File: src/sv/cpct_ram.sv
// Generic simple dual-port RAM with registered read.
`default_nettype none

module cpct_ram #(
    parameter int  WIDTH = 1,
    parameter int  DEPTH = 16,
    localparam int AW    = $clog2(DEPTH)
) (
    input  wire logic             i_clk,
    input  wire logic             i_we,
    input  wire logic [AW-1:0]    i_waddr,
    input  wire logic [WIDTH-1:0] i_wdata,
    input  wire logic             i_re,
    input  wire logic [AW-1:0]    i_raddr,
    output logic      [WIDTH-1:0] o_rdata
);

    logic [WIDTH-1:0] mem [DEPTH];

    always_ff @(posedge i_clk) begin
        if (i_we) begin
            mem[i_waddr] <= i_wdata;
        end
        if (i_re) begin
            o_rdata <= mem[i_raddr];
        end
    end

endmodule

`default_nettype wire
File: config.mk
export PLATFORM = sky130hd
export DESIGN_NAME = cpct_ram
export DESIGN_NICKNAME = d
export VERILOG_FILES = /design/src/sv/cpct_ram.sv
export SDC_FILE = /design/constraint.sdc
export NUM_CORES = 1
export LEC_CHECK = 0
export ABC_CLOCK_PERIOD_IN_PS = 1670
export BUFFER_PORTS_ARGS = -buffer_cell sky130_fd_sc_hd__buf_2
export CAP_MARGIN = 20
export CORE_MARGIN = 4
export CORE_UTILIZATION = 56
export CTS_BUF_LIST = sky130_fd_sc_hd__clkbuf_2 sky130_fd_sc_hd__clkbuf_4 sky130_fd_sc_hd__clkbuf_8
export CTS_CLUSTER_DIAMETER = 30
export DETAILED_ROUTE_END_ITERATION = 7
export PLACE_DENSITY = 0.79
export SLEW_MARGIN = 20
export SYNTH_ARGS = -nofsm -noshare
export SYNTH_HDL_FRONTEND = slang
export SYNTH_SLANG_ARGS = --single-unit
File: constraint.sdc
create_clock -name i_clk -period 1.67 [get_ports i_clk]
set_input_delay 0.4175 -clock i_clk [delete_from_list [all_inputs] [get_ports i_clk]]
set_output_delay 0.4175 -clock i_clk [all_outputs]
set_load 0.02 [all_outputs]
==> results.txt <==
Number of enable-type register cells in the synthesized netlist - 17
Number of buffers created by CTS - 3
Total wire length - 1070 um
Top area cells in the synthesized netlist - sky130_fd_sc_hd__edfxtp_1 (68%), sky130_fd_sc_hd__mux4_1 (14%), sky130_fd_sc_hd__nor2_1 (6.0%), sky130_fd_sc_hd__mux2i_1 (4.0%), sky130_fd_sc_hd__nor3_1 (2.6%)
Total power density per cell area - 885 nW/um^2
Ys async rst share - 0%
Number of cells in the design after placement - 73
Signal arrival time at the worst endpoint - 1.37 ns
Final HPWL from detailed placement - 835 um
Clk Latency, worst-skew pair - 0.27 ns
Number of nets with antenna violations after routing - 0
Routed wire per std cell - 13.9 um
Nature of the critical path endpoint - register
Synthesized instance count - 47
Leading post-synthesis cells by instance count - sky130_fd_sc_hd__edfxtp_1 (17), sky130_fd_sc_hd__nor2_1 (12), sky130_fd_sc_hd__mux4_1 (4), sky130_fd_sc_hd__nor3_1 (4), sky130_fd_sc_hd__mux2i_1 (3)
Post-CTS clock slew at the launch and capture registers of the worst setup and hold paths - 0.09 ns
Final setup TNS - 0 ns
Number of buffers inserted by port buffering - 12
Sinks on the clock net - 17
Worst Skew - 0.00488 ns
Max-cap viol count - 0
Post-cts repair resize count - 0
Mean Syn Cell Area - 16.1 um^2
CTS HTree Levels - 1
Chip height - 44.7 um
Number of flip-flops and latches in the synthesized netlist - 17
Nets - 76
Worst r2r src - mem[9]
Worst-Margin Slew - 0.231 ns
Mapped Area - 756 um^2
Number of slew-limit violations in the final report - 0
CTS root buf - sky130_fd_sc_hd__clkbuf_4
Postcts setup bufs - 0
Startpoint kind of the worst setup timing path - register
Share of the clock period used by the worst path after layout - 80.4%
Syn-to-layout area delta - 14.2%
Top-Level Pins - 13
Final setup violating endpoints - 0
RSZ-0062 raised after global routing - no
Antenna Cells - 0
Via density - 5.88
Critical Path Start - mem[9]
Wire length of the first global-routing pass - 1840 um
Critical Path, Cell by Cell - mux4_1 > mux2i_1 > mux2i_1
Combined global-route utilization of all metal layers - 12.9%
Post-Layout Cell Count - 77
GR Overflow Total - 0
Max_slew headroom - 84.6%
TritonRoute pass-1 iters - 4
Hold_buf cts - 0
Peak per-stage delay on the critical path - 0.51 ns
Peak clock frequency supported by timing - 745 MHz
Critical path peak fanout - 1
Final Hold Viols - 0
Data required, critical path - 1.70 ns
Buffer depth of the longest clock path - 2
IR Drop Worst-Case VDD - 729 uV
Static Leak - 0.312 nW
Synthesized Nets - 59
Class of the most critical hold timing path - primary input to register
Total DRC errors in the routed layout - 0
Share of cells above drive strength 1 - 27.0%
Min cycle time layout - 1.34 ns
TritonCTS clock tree - done
Commonest register cell after synthesis - sky130_fd_sc_hd__edfxtp_1
Count of cell types in the netlist - 10
Vias in the first global route - 440
Routed via count - 453
Largest net degree at the start of global routing - 17
CP max stage cell - sky130_fd_sc_hd__mux4_1
Dominant cell type by count on the critical path - sky130_fd_sc_hd__mux2i_1
Routability Congestion - 0.686
Total core area - 1190 um^2
Share of the yosys chip area belonging to registers - 67.5%
Proportion of netlist area held by the largest area contributor - 67.5%
Full die area - 2000 um^2
Critical path start-end classification - register to register
Run status - complete, no violations
Die X - 44.7 um
Most frequent cell after synthesis - sky130_fd_sc_hd__edfxtp_1
Antenna violations before repair - 0
Origin of the worst min-delay path - i_re
Leading area contributor after synthesis - sky130_fd_sc_hd__edfxtp_1
Placement row count - 12
Yosys warns - 0
DR iter-0 viols - 10
Effective utilization at floorplan - 63.7%
[metrics by stage]
step	total power [mW]	hold WS, ns	instance area, um^2	util (%)	setup WS [ns]
2_1_floorplan	0.524	0.516	756	-	0.279
3_3_place_gp	0.555	0.622	833	70.3	0.0574
3_5_place_dp	0.557	0.624	833	70.3	0.0581
4_1_cts	0.770	0.338	863	72.8	0.314
5_1_grt	0.798	0.330	863	72.8	0.235
6_report	0.764	0.341	863	72.8	0.328
[sequential cells by signal (all words and copies together), names as in the netlist]
name     flops
mem         16
o_rdata      1
[power breakdown]
| part | switching, mW | internal [mW] | total, mW |
|---|---|---|---|
| registers | 0.00204 | 0.480 | 0.482 |
| logic | 0.0350 | 0.0296 | 0.0646 |
| clock network | 0.109 | 0.109 | 0.218 |
[cell type report]
cell class	count	area [um^2]
Timing Repair Buffer	12	60.1
Fill cell	77	323
Tap cell	14	17.5
Sequential cell	17	510
Clock buffer	4	30.0
Multi-Input combinational cell	30	245
[path summary, 6_finish.rpt]
| kind | endpoint | cells after the start | slack (ns) |
|---|---|---|---|
| worst min-delay path | o_rdata | 1 | 0.34 |
| worst max register to register | o_rdata | 3 | 0.33 |
| worst min register to register | o_rdata | 3 | 0.81 |
| worst max-delay path | o_rdata | 3 | 0.33 |
[critical path, delay by kind of cell, from the launching register on]
| family | cells | cell delay [ns] |
|---|---|---|
| muxes | 3 | 0.73 |
| DFF | 1 | 0.38 |
[routing by layer]
metal  global-route usage [%]  wire length (um)  vias up
li1                         -                 -      220
met1                     15.9               439      216
met2                     22.9               545       15
met3                     2.39                77        2
met4                     3.61                 9        0
met5                        0                 0        -
[layout by cell type (no fill, tap or decap)]
cell type and count:
sky130_fd_sc_hd__edfxtp_1 17, sky130_fd_sc_hd__nand2_1 1, sky130_fd_sc_hd__nand2b_1 2, sky130_fd_sc_hd__nand3b_1 2, sky130_fd_sc_hd__nand3_1 1, sky130_fd_sc_hd__nor2_1 12
sky130_fd_sc_hd__or3b_2 1, sky130_fd_sc_hd__buf_2 12, sky130_fd_sc_hd__mux2i_1 3, sky130_fd_sc_hd__nor3_1 4, sky130_fd_sc_hd__mux4_1 4, sky130_fd_sc_hd__clkbuf_4 4
[cell families (layout without fill, tap and decap cells)]
kind of cell | after synthesis | in the layout | share of synthesized area [%]
and+or+nand+nor | 23 | 23 | 14.6
muxes | 7 | 7 | 17.9
buffers and inverters | 0 | 16 | 0
DFF | 17 | 17 | 67.5
(Power assumes the default switching activity.)
